File: config.mk
export PLATFORM = sky130hd
export DESIGN_NAME = rgb_led_table_ws2812_encoder_unit
export DESIGN_NICKNAME = d
export VERILOG_FILES = /design/src/ledenc_pkg.sv /design/src/ledenc_ram.sv /design/src/ledenc_enc.sv /design/src/rgb_led_table_ws2812_encoder_unit.sv
export SDC_FILE = /design/constraint.sdc
export NUM_CORES = 1
export LEC_CHECK = 0
export ABC_AREA = 1
export BUFFER_PORTS_ARGS = -buffer_cell sky130_fd_sc_hd__buf_4
export CAP_MARGIN = 20
export CORE_MARGIN = 2
export CORE_UTILIZATION = 50
export DETAILED_ROUTE_END_ITERATION = 16
export PLACE_DENSITY = 0.64
export SETUP_SLACK_MARGIN = 0.4
export SYNTH_ARGS = -nofsm -noshare
export SYNTH_HDL_FRONTEND = slang
export SYNTH_HIERARCHICAL = 1
export SYNTH_SLANG_ARGS = --single-unit
export TNS_END_PERCENT = 1
File: constraint.sdc
create_clock -name clk -period 10.05 [get_ports clk]
set_input_delay 1.005 -clock clk [delete_from_list [all_inputs] [get_ports clk]]
set_output_delay 1.005 -clock clk [all_outputs]
set_load 0.005 [all_outputs]
File: src/ledenc_pkg.sv
// Shared types, codes and constants for the LED table encoder.
// Used by ledenc_enc, the top level and the testbench; depends on nothing.
`default_nettype none

package ledenc_pkg;

  // Table size and index widths
  localparam int LED_COUNT = 16;
  localparam int IN_IDX_W  = 5;
  localparam int LED_IDX_W = (LED_COUNT > 1) ? $clog2(LED_COUNT) : 1;
  localparam logic [IN_IDX_W-1:0]  LED_COUNT_IX = IN_IDX_W'(LED_COUNT);
  localparam logic [LED_IDX_W-1:0] LED_LAST     = LED_IDX_W'(LED_COUNT - 1);

  // Pattern bytes after reset
  localparam logic [7:0] ONE_PATTERN_RST  = 8'hF8;
  localparam logic [7:0] ZERO_PATTERN_RST = 8'hC0;

  // Configuration register indexes
  localparam logic CFG_ONE_PATTERN  = 1'b0;
  localparam logic CFG_ZERO_PATTERN = 1'b1;

  // Command codes
  localparam logic [1:0] CMD_WRITE   = 2'd0;
  localparam logic [1:0] CMD_BLINK   = 2'd1;
  localparam logic [1:0] CMD_REFRESH = 2'd2;
  localparam logic [1:0] CMD_NOP     = 2'd3;

  // Power modes
  localparam logic [1:0] MODE_OFF   = 2'd0;
  localparam logic [1:0] MODE_ON    = 2'd1;
  localparam logic [1:0] MODE_BLINK = 2'd2;
  localparam logic [1:0] MODE_BLACK = 2'd3;

  typedef enum logic [1:0] {
    ST_IDLE,
    ST_READ,
    ST_EMIT
  } state_t;

  typedef enum logic [1:0] {
    BYTE_GREEN,
    BYTE_RED,
    BYTE_BLUE
  } byte_sel_t;

  typedef struct packed {
    logic [1:0]          command;
    logic [IN_IDX_W-1:0] led_num;
    logic [1:0]          power_mode;
    logic [7:0]          red;
    logic [7:0]          green;
    logic [7:0]          blue;
  } in_item_t;

  typedef struct packed {
    logic [63:0] spi_word;
    logic        last;
  } out_item_t;

  // One table entry: mode above color (red, green, blue from top)
  typedef struct packed {
    logic [1:0]  mode;
    logic [23:0] color;
  } led_entry_t;

  localparam int ENTRY_W = $bits(led_entry_t);

  // Request from the sequencer to the encoder stage
  typedef struct packed {
    logic       emit;
    logic [7:0] data;
    logic       last;
  } enc_req_t;

endpackage

`default_nettype wire

File: src/ledenc_ram.sv
// Generic single-write, single-read synchronous RAM with registered read data.
// Standalone; no package dependency.
`default_nettype none

module ledenc_ram #(
  parameter int WIDTH = 8,
  parameter int DEPTH = 16
) (
  input  wire logic                                 clk,
  input  wire logic                                 we,
  input  wire logic [((DEPTH > 1) ? $clog2(DEPTH) : 1)-1:0] waddr,
  input  wire logic [WIDTH-1:0]                     wdata,
  input  wire logic                                 re,
  input  wire logic [((DEPTH > 1) ? $clog2(DEPTH) : 1)-1:0] raddr,
  output logic      [WIDTH-1:0]                     rdata
);

  logic [WIDTH-1:0] mem_r [DEPTH];
  logic [WIDTH-1:0] rdata_r;

  // Write port
  always_ff @(posedge clk) begin
    if (we) begin
      mem_r[waddr] <= wdata;
    end
  end

  // Registered read port, holds until the next read
  always_ff @(posedge clk) begin
    if (re) begin
      rdata_r <= mem_r[raddr];
    end
  end

  assign rdata = rdata_r;

endmodule

`default_nettype wire

File: src/ledenc_enc.sv
// Output stage: expands one color byte into eight SPI pattern bytes and registers it.
// Depends on ledenc_pkg.
`default_nettype none

module ledenc_enc (
  input  wire logic                  clk,
  input  wire logic                  rst_n,
  input  wire ledenc_pkg::enc_req_t  req,
  input  wire logic [7:0]            one_pattern,
  input  wire logic [7:0]            zero_pattern,
  output logic                       out_valid,
  output ledenc_pkg::out_item_t      out_item
);

  logic                  valid_r;
  ledenc_pkg::out_item_t item_r;
  ledenc_pkg::out_item_t item_nxt;

  // Map each data bit to a pattern byte, MSB into the top byte
  always_comb begin
    item_nxt.last = req.last;
    for (int b = 0; b < 8; b++) begin
      item_nxt.spi_word[b*8 +: 8] = req.data[b] ? one_pattern : zero_pattern;
    end
  end

  // Strobe for one cycle per emitted byte
  always_ff @(posedge clk) begin
    if (!rst_n) begin
      valid_r <= 1'b0;
    end else begin
      valid_r <= req.emit;
    end
  end

  // Payload needs no reset
  always_ff @(posedge clk) begin
    if (req.emit) begin
      item_r <= item_nxt;
    end
  end

  assign out_valid = valid_r;
  assign out_item  = item_r;

endmodule

`default_nettype wire

File: src/rgb_led_table_ws2812_encoder_unit.sv
// Top level of the LED table encoder: command decode, refresh sequencer, table RAM.
// Depends on ledenc_pkg, ledenc_ram and ledenc_enc.
//
// Usage:
//   Commands enter on in_item, taken at a clock edge with start high and busy low.
//   A write command stores one LED's color and mode and yields no item; empty writes
//   (LED 0, mode off) and out-of-range indexes are dropped. A blink tick toggles the
//   blink phase and then refreshes; a refresh emits three items per LED (green, red,
//   blue), each the eight pattern bytes of one color byte, with last set on the final
//   item of the frame. A refresh holds busy through the read state and the emit steps
//   of all items: the table RAM has one read port and is read once per LED, the read
//   of the next LED issued during the blue byte of the current one, so one item leaves
//   per cycle. The first item passes the read state, the emit state and the encoder's
//   output register; a new command may be taken in the cycle that shows the last item.
//   Results strobe out_valid for exactly one cycle; the receiver cannot stall.
//   Pattern registers are written through cfg_we/cfg_index/cfg_wdata; the user must
//   write them only while idle, as the block does not enforce it.
//   Reset: all LEDs read as off/black (per-entry valid bits cleared at once),
//   blink phase lit, patterns 0xF8 and 0xC0; no clearing pass is needed.
`default_nettype none

module rgb_led_table_ws2812_encoder_unit (
  input  wire logic                  clk,
  input  wire logic                  rst_n,
  input  wire logic                  start,
  output logic                       busy,
  input  wire ledenc_pkg::in_item_t  in_item,
  output logic                       out_valid,
  output ledenc_pkg::out_item_t      out_item,
  input  wire logic                  cfg_we,
  input  wire logic                  cfg_index,
  input  wire logic [7:0]            cfg_wdata
);

  localparam int AW = ledenc_pkg::LED_IDX_W;

  ledenc_pkg::state_t    state_r, state_nxt;
  ledenc_pkg::byte_sel_t sel_r, sel_nxt;
  logic [AW-1:0]         led_r, led_nxt;
  logic                  phase_r, phase_nxt;
  logic [7:0]            one_pat_r, zero_pat_r;
  logic [ledenc_pkg::LED_COUNT-1:0] valid_r;
  logic                  rd_valid_r;

  logic                  ram_we;
  logic                  ram_re;
  logic [AW-1:0]         ram_raddr;
  logic [AW-1:0]         ram_waddr;
  ledenc_pkg::led_entry_t wr_entry;
  logic [ledenc_pkg::ENTRY_W-1:0] rd_raw;
  ledenc_pkg::led_entry_t rd_entry;
  logic                  lit;
  logic [23:0]           shown;
  logic [7:0]            sel_byte;
  ledenc_pkg::enc_req_t  req;
  logic                  wr_ok;

  assign busy = (state_r != ledenc_pkg::ST_IDLE);

  // Write qualifier: skip the empty write, drop out-of-range indexes
  assign wr_ok = !((in_item.led_num == '0) && (in_item.power_mode == ledenc_pkg::MODE_OFF))
               && (in_item.led_num < ledenc_pkg::LED_COUNT_IX);
  assign ram_waddr = in_item.led_num[AW-1:0];
  assign wr_entry  = '{mode: in_item.power_mode,
                       color: {in_item.red, in_item.green, in_item.blue}};

  // Sequencer state
  always_ff @(posedge clk) begin
    if (!rst_n) begin
      state_r <= ledenc_pkg::ST_IDLE;
      sel_r   <= ledenc_pkg::BYTE_GREEN;
      led_r   <= '0;
      phase_r <= 1'b1;
    end else begin
      state_r <= state_nxt;
      sel_r   <= sel_nxt;
      led_r   <= led_nxt;
      phase_r <= phase_nxt;
    end
  end

  // Next state, RAM access and emit control
  always_comb begin
    state_nxt = state_r;
    sel_nxt   = sel_r;
    led_nxt   = led_r;
    phase_nxt = phase_r;
    ram_we    = 1'b0;
    ram_re    = 1'b0;
    ram_raddr = led_r;
    req.emit  = 1'b0;
    req.data  = sel_byte;
    req.last  = 1'b0;
    unique case (state_r)
      ledenc_pkg::ST_IDLE: begin
        if (start) begin
          unique case (in_item.command)
            ledenc_pkg::CMD_WRITE: begin
              ram_we = wr_ok;
            end
            ledenc_pkg::CMD_BLINK: begin
              phase_nxt = ~phase_r;
              led_nxt   = '0;
              state_nxt = ledenc_pkg::ST_READ;
            end
            ledenc_pkg::CMD_REFRESH: begin
              led_nxt   = '0;
              state_nxt = ledenc_pkg::ST_READ;
            end
            default: begin
              state_nxt = ledenc_pkg::ST_IDLE;
            end
          endcase
        end
      end
      ledenc_pkg::ST_READ: begin
        ram_re    = 1'b1;
        sel_nxt   = ledenc_pkg::BYTE_GREEN;
        state_nxt = ledenc_pkg::ST_EMIT;
      end
      ledenc_pkg::ST_EMIT: begin
        req.emit = 1'b1;
        case (sel_r)
          ledenc_pkg::BYTE_GREEN: sel_nxt = ledenc_pkg::BYTE_RED;
          ledenc_pkg::BYTE_RED:   sel_nxt = ledenc_pkg::BYTE_BLUE;
          ledenc_pkg::BYTE_BLUE: begin
            if (led_r == ledenc_pkg::LED_LAST) begin
              req.last  = 1'b1;
              state_nxt = ledenc_pkg::ST_IDLE;
            end else begin
              // Prefetch the next LED while its bytes are still to come
              led_nxt   = led_r + 1'b1;
              ram_re    = 1'b1;
              ram_raddr = led_r + 1'b1;
              sel_nxt   = ledenc_pkg::BYTE_GREEN;
            end
          end
          default: begin
            state_nxt = ledenc_pkg::ST_IDLE;
          end
        endcase
      end
      default: begin
        state_nxt = ledenc_pkg::ST_IDLE;
      end
    endcase
  end

  // Entry valid bits: unwritten entries read as off
  always_ff @(posedge clk) begin
    if (!rst_n) begin
      valid_r <= '0;
    end else if (ram_we) begin
      valid_r[ram_waddr] <= 1'b1;
    end
  end

  // Track validity alongside the RAM read latency
  always_ff @(posedge clk) begin
    if (!rst_n) begin
      rd_valid_r <= 1'b0;
    end else if (ram_re) begin
      rd_valid_r <= valid_r[ram_raddr];
    end
  end

  // Pattern registers
  always_ff @(posedge clk) begin
    if (!rst_n) begin
      one_pat_r  <= ledenc_pkg::ONE_PATTERN_RST;
      zero_pat_r <= ledenc_pkg::ZERO_PATTERN_RST;
    end else if (cfg_we) begin
      unique case (cfg_index)
        ledenc_pkg::CFG_ONE_PATTERN:  one_pat_r  <= cfg_wdata;
        ledenc_pkg::CFG_ZERO_PATTERN: zero_pat_r <= cfg_wdata;
        default: begin
          one_pat_r <= one_pat_r;
        end
      endcase
    end
  end

  ledenc_ram #(
    .WIDTH(ledenc_pkg::ENTRY_W),
    .DEPTH(ledenc_pkg::LED_COUNT)
  ) u_table (
    .clk  (clk),
    .we   (ram_we),
    .waddr(ram_waddr),
    .wdata(wr_entry),
    .re   (ram_re),
    .raddr(ram_raddr),
    .rdata(rd_raw)
  );

  // Shown color: lit when on, or blinking in the lit phase
  always_comb begin
    rd_entry = rd_valid_r ? ledenc_pkg::led_entry_t'(rd_raw) : '0;
    lit      = (rd_entry.mode == ledenc_pkg::MODE_ON)
            || ((rd_entry.mode == ledenc_pkg::MODE_BLINK) && phase_r);
    shown    = lit ? rd_entry.color : 24'd0;
  end

  // Pick the byte for this step: green, red, blue
  always_comb begin
    case (sel_r)
      ledenc_pkg::BYTE_GREEN: sel_byte = shown[15:8];
      ledenc_pkg::BYTE_RED:   sel_byte = shown[23:16];
      ledenc_pkg::BYTE_BLUE:  sel_byte = shown[7:0];
      default:                sel_byte = 8'd0;
    endcase
  end

  ledenc_enc u_enc (
    .clk         (clk),
    .rst_n       (rst_n),
    .req         (req),
    .one_pattern (one_pat_r),
    .zero_pattern(zero_pat_r),
    .out_valid   (out_valid),
    .out_item    (out_item)
  );

`ifndef SYNTH
  // Every item comes from an emit step of the sequencer
  a_out_from_emit: assert property (@(posedge clk) disable iff (!rst_n)
    out_valid |-> $past(state_r == ledenc_pkg::ST_EMIT))
    else $error("item emitted outside the emit state");

  // A frame end is followed by a gap before any new item
  a_gap_after_last: assert property (@(posedge clk) disable iff (!rst_n)
    (out_valid && out_item.last) |=> !out_valid)
    else $error("item directly after the last item of a frame");

  // An item that is not the last leaves the sequencer still busy
  a_busy_mid_frame: assert property (@(posedge clk) disable iff (!rst_n)
    (out_valid && !out_item.last) |-> busy)
    else $error("sequencer went idle in the middle of a frame");

  // The table is only written while no refresh reads it
  a_write_idle: assert property (@(posedge clk) disable iff (!rst_n)
    ram_we |-> (state_r == ledenc_pkg::ST_IDLE) && !ram_re)
    else $error("table write overlaps a refresh");
`endif

endmodule

`default_nettype wire

==> out/qor.csv <==
stage;metric;value;unit
outcome;status;complete, no violations;
global_routing;gr-total-overflow;0;
timing;rsz0062_at_grt;false;
worst_setup_path;r2r-start;state_r[0]$_SDFFE_PN0P_;
logic_synthesis;synthCells;2353;
routing;met1Wirelength;24600;um
clock_tree;insertion_delay;610;ps
clock_tree;post_cts_buffers;0;
die;fp.coreArea;46700;um^2
logic_synthesis;synth.avg_cell_area;10.1;um^2
final_layout;seqCellArea;16100;um^2
global_routing;antenna_found_initial;2;
final_layout;fin_util;0.578;
clock_tree;htreeDepth;2;
routing;routed_via_density;5.26;
worst_setup_path;cp.arrival;5220;ps
die;die_x;222;um
final_layout;drive_above_1_share;0.108;
timing;tns;0;ps
global_routing;grt_pass1_vias;15500;
clock_tree;clock_sinks;550;
min_path;min_path_cells;2;
routing;vias;16200;
worst_setup_path;startpoint_type;register;
routing;wl_per_cell;18.8;um
die;die_y;222;um
logic_synthesis;synth_area;23700;um^2
worst_setup_path;rrSetupSlack;5180;ps
global_routing;grt_pass1_wl;89800;um
worst_setup_path;r2r_cells;13;
timing;hold_viol;0;
final_layout;area_delta_synth_final;13.7;%
final_layout;n_fill_cell;3874;
worst_setup_path;r2r-end;u_table/rdata[7]$_DFFE_PP_;
timing;fmax;0.205;GHz
die;dieArea;49200;um^2
place;portBuffers;112;
final_layout;multi_input_area;5760;um^2
routing;postRouteAntennaNets;0;
routing;firstDrtPassIters;5;
timing;min_period;4870;ps
routing;drc;0;
die;ioPinCount;113;
clock_tree;numCtsBuffers;56;
routing;wl_met2;27900;um
clock_tree;clock_path_buffers;3;
job;drv_cap;0;
timing;fin_skew;21.1;ps
place;gp_congestion;0.836;
power_and_ir_drop;p_leak;0.0114;uW
timing;finalCritPeriodShare;0.484;
min_path;hold_path.startpoint;valid_r[15]$_SDFFE_PN0P_;
die;rows;79;
min_path;holdPathEnd;valid_r[15]$_SDFFE_PN0P_;
clock_tree;cts.clk_slew.worst_paths;60;ps
power_and_ir_drop;ir_worst_vdd;0.149;mV
final_layout;nets;2493;
clock_tree;cts_resized;0;
worst_setup_path;crit_type;register to register;
worst_setup_path;critPathMaxFanout;123;
global_routing;grt_use_total;0.238;
routing;drtIter0Drc;1778;
worst_setup_path;cp-end-kind;register;
logic_synthesis;yosysSeqAreaShare;0.678;
power_and_ir_drop;powerDensity;238;nW/um^2
timing;setup_viol;0;
worst_setup_path;cp.required;10410;ps
logic_synthesis;synth.distinct_cells;33;
die;initial_utilization;0.509;
min_path;worst_hold_path_type;register to register;
timing;finalMaxSlewViolations;0;
logic_synthesis;ys_ff_latch;550;
clock_tree;cts_hold_buffers;0;
routing;highest_layer;met5;
timing;worst_pin_slew;1090;ps
global_routing;grt_max_degree;124;
clock_tree;cts_root_buffer;clkbuf_16;
clock_tree;cts_tree;yes;
logic_synthesis;syn_nets;2409;
logic_synthesis;yosysWarnings;6;
place;dpl.hpwl;30900;um
timing;maxSlewHeadroom;0.267;
routing;drt-total-wl;58200;um
routing;wl_met3;4170;um
-- placed cells by master, fill, tap and decap left out, drive strengths merged, types with 2 or more instances in the layout --
cell type / count
a31oi: 8
bufinv: 5
clkbuf: 81
xor2: 2
o21ai: 19
nor2: 49
nand3b: 2
clkinv: 20
nand3: 356
dfxtp: 43
inv: 376
nand2: 826
edfxtp: 507
nand4: 3
buf: 142
ha: 10
a21oi: 27
-- Yosys cell counts, drive strengths merged --
cell type  number  share of area
a2111o          1        0.00047
a2111oi         1        0.00037
a211oi          1        0.00032
a21oi          27         0.0057
a31oi           8         0.0021
buf            77          0.019
clkbuf         39         0.0066
clkinv          4        0.00063
dfxtp          43          0.036
edfxtp        507           0.64
ha             10         0.0053
inv           375          0.059
nand2         826           0.13
nand3         356          0.076
nand3b          2        0.00063
nand4           3        0.00079
nor2           49         0.0078
nor3            1        0.00042
o211ai          1        0.00032
o21ai          19         0.0042
or2             1        0.00026
xor2            2        0.00074
-- power by group --
group	total (uW)	internal [uW]	switching [uW]
registers	2760	2680	75.5
clock network	2090	1240	855
logic	1580	506	1080
-- cell type report --
class	instances	share of cell area
diodes	1	0.0000928
clock buffers	81	0.0597
clock inverters	22	0.00923
inverters	379	0.0530
multi-input cells	1308	0.213
flip-flops and latches	550	0.596
well taps	607	0.0282
repair buffers	142	0.0400
-- critical path: stages, from the launching register on --
cell and delay, ps:
dfxtp_1 310, inv_1 100, ha_2 180, buf_4 670, clkinv_1 500, nand2_2 330, nand2_8 240, clkinv_4 710
buf_4 870, nand2_1 130, nand3_1 130, nand3_1 90, nand3_1 130, nand2_1 70
-- worst max-delay path by stage --
stage / from / to
after floorplan: state_r[0]$_SDFFE_PN0P_ / u_table/rdata[10]$_DFFE_PP_
after global placement: state_r[0]$_SDFFE_PN0P_ / u_table/rdata[17]$_DFFE_PP_
after detailed placement: state_r[0]$_SDFFE_PN0P_ / u_table/rdata[7]$_DFFE_PP_
after CTS: state_r[0]$_SDFFE_PN0P_ / u_table/rdata[7]$_DFFE_PP_
after global routing: state_r[0]$_SDFFE_PN0P_ / u_table/rdata[10]$_DFFE_PP_
final: state_r[0]$_SDFFE_PN0P_ / u_table/rdata[7]$_DFFE_PP_
-- through the flow --
stage / hold WS, ps / instances / total power [uW] / instance area (um^2) / worst slack, ps
5_1_grt: 489 / 3090 / 6760 / 27000 / 4820
2_1_floorplan: 428 / 2353 / 3890 / 23700 / 6090
6_report: 466 / 3090 / 6430 / 27000 / 5180
4_1_cts: 465 / 3086 / 6460 / 26900 / 5230
3_5_place_dp: 455 / 2983 / 4370 / 25100 / 5230
3_3_place_gp: 449 / 2982 / 4340 / 25100 / 5390
-- cell families (layout without fill, tap and decap cells) --
kind of cell | Yosys count | in the layout | share of synthesized area
XOR/XNOR | 2 | 2 | 0.000738
flip-flops | 550 | 550 | 0.678
adder cells (fa/ha/maj) | 10 | 10 | 0.00527
AO/OA/AOI/OAI | 58 | 58 | 0.0134
AND/OR/NAND/NOR | 1238 | 1238 | 0.217
other | 0 | 1 | 0
buffers and inverters | 495 | 624 | 0.0854
-- per-layer routing --
metal | up-vias | global-route usage
li1 | 7761 | -
met1 | 7735 | 0.323
met2 | 631 | 0.396
met3 | 110 | 0.0408
met4 | 2 | 0.0726
met5 | - | 0
-- sequential cells by signal, summed over array words and instances (netlist names) --
signal	cells
led_r	4
one_pat_r	8
phase_r	1
rd_valid_r	1
sel_r	2
state_r	2
u_enc/out_item	65
u_enc/out_valid	1
u_table/mem_r	416
u_table/rdata	26
valid_r	16
zero_pat_r	8
Power figures use the tool's default switching activity.
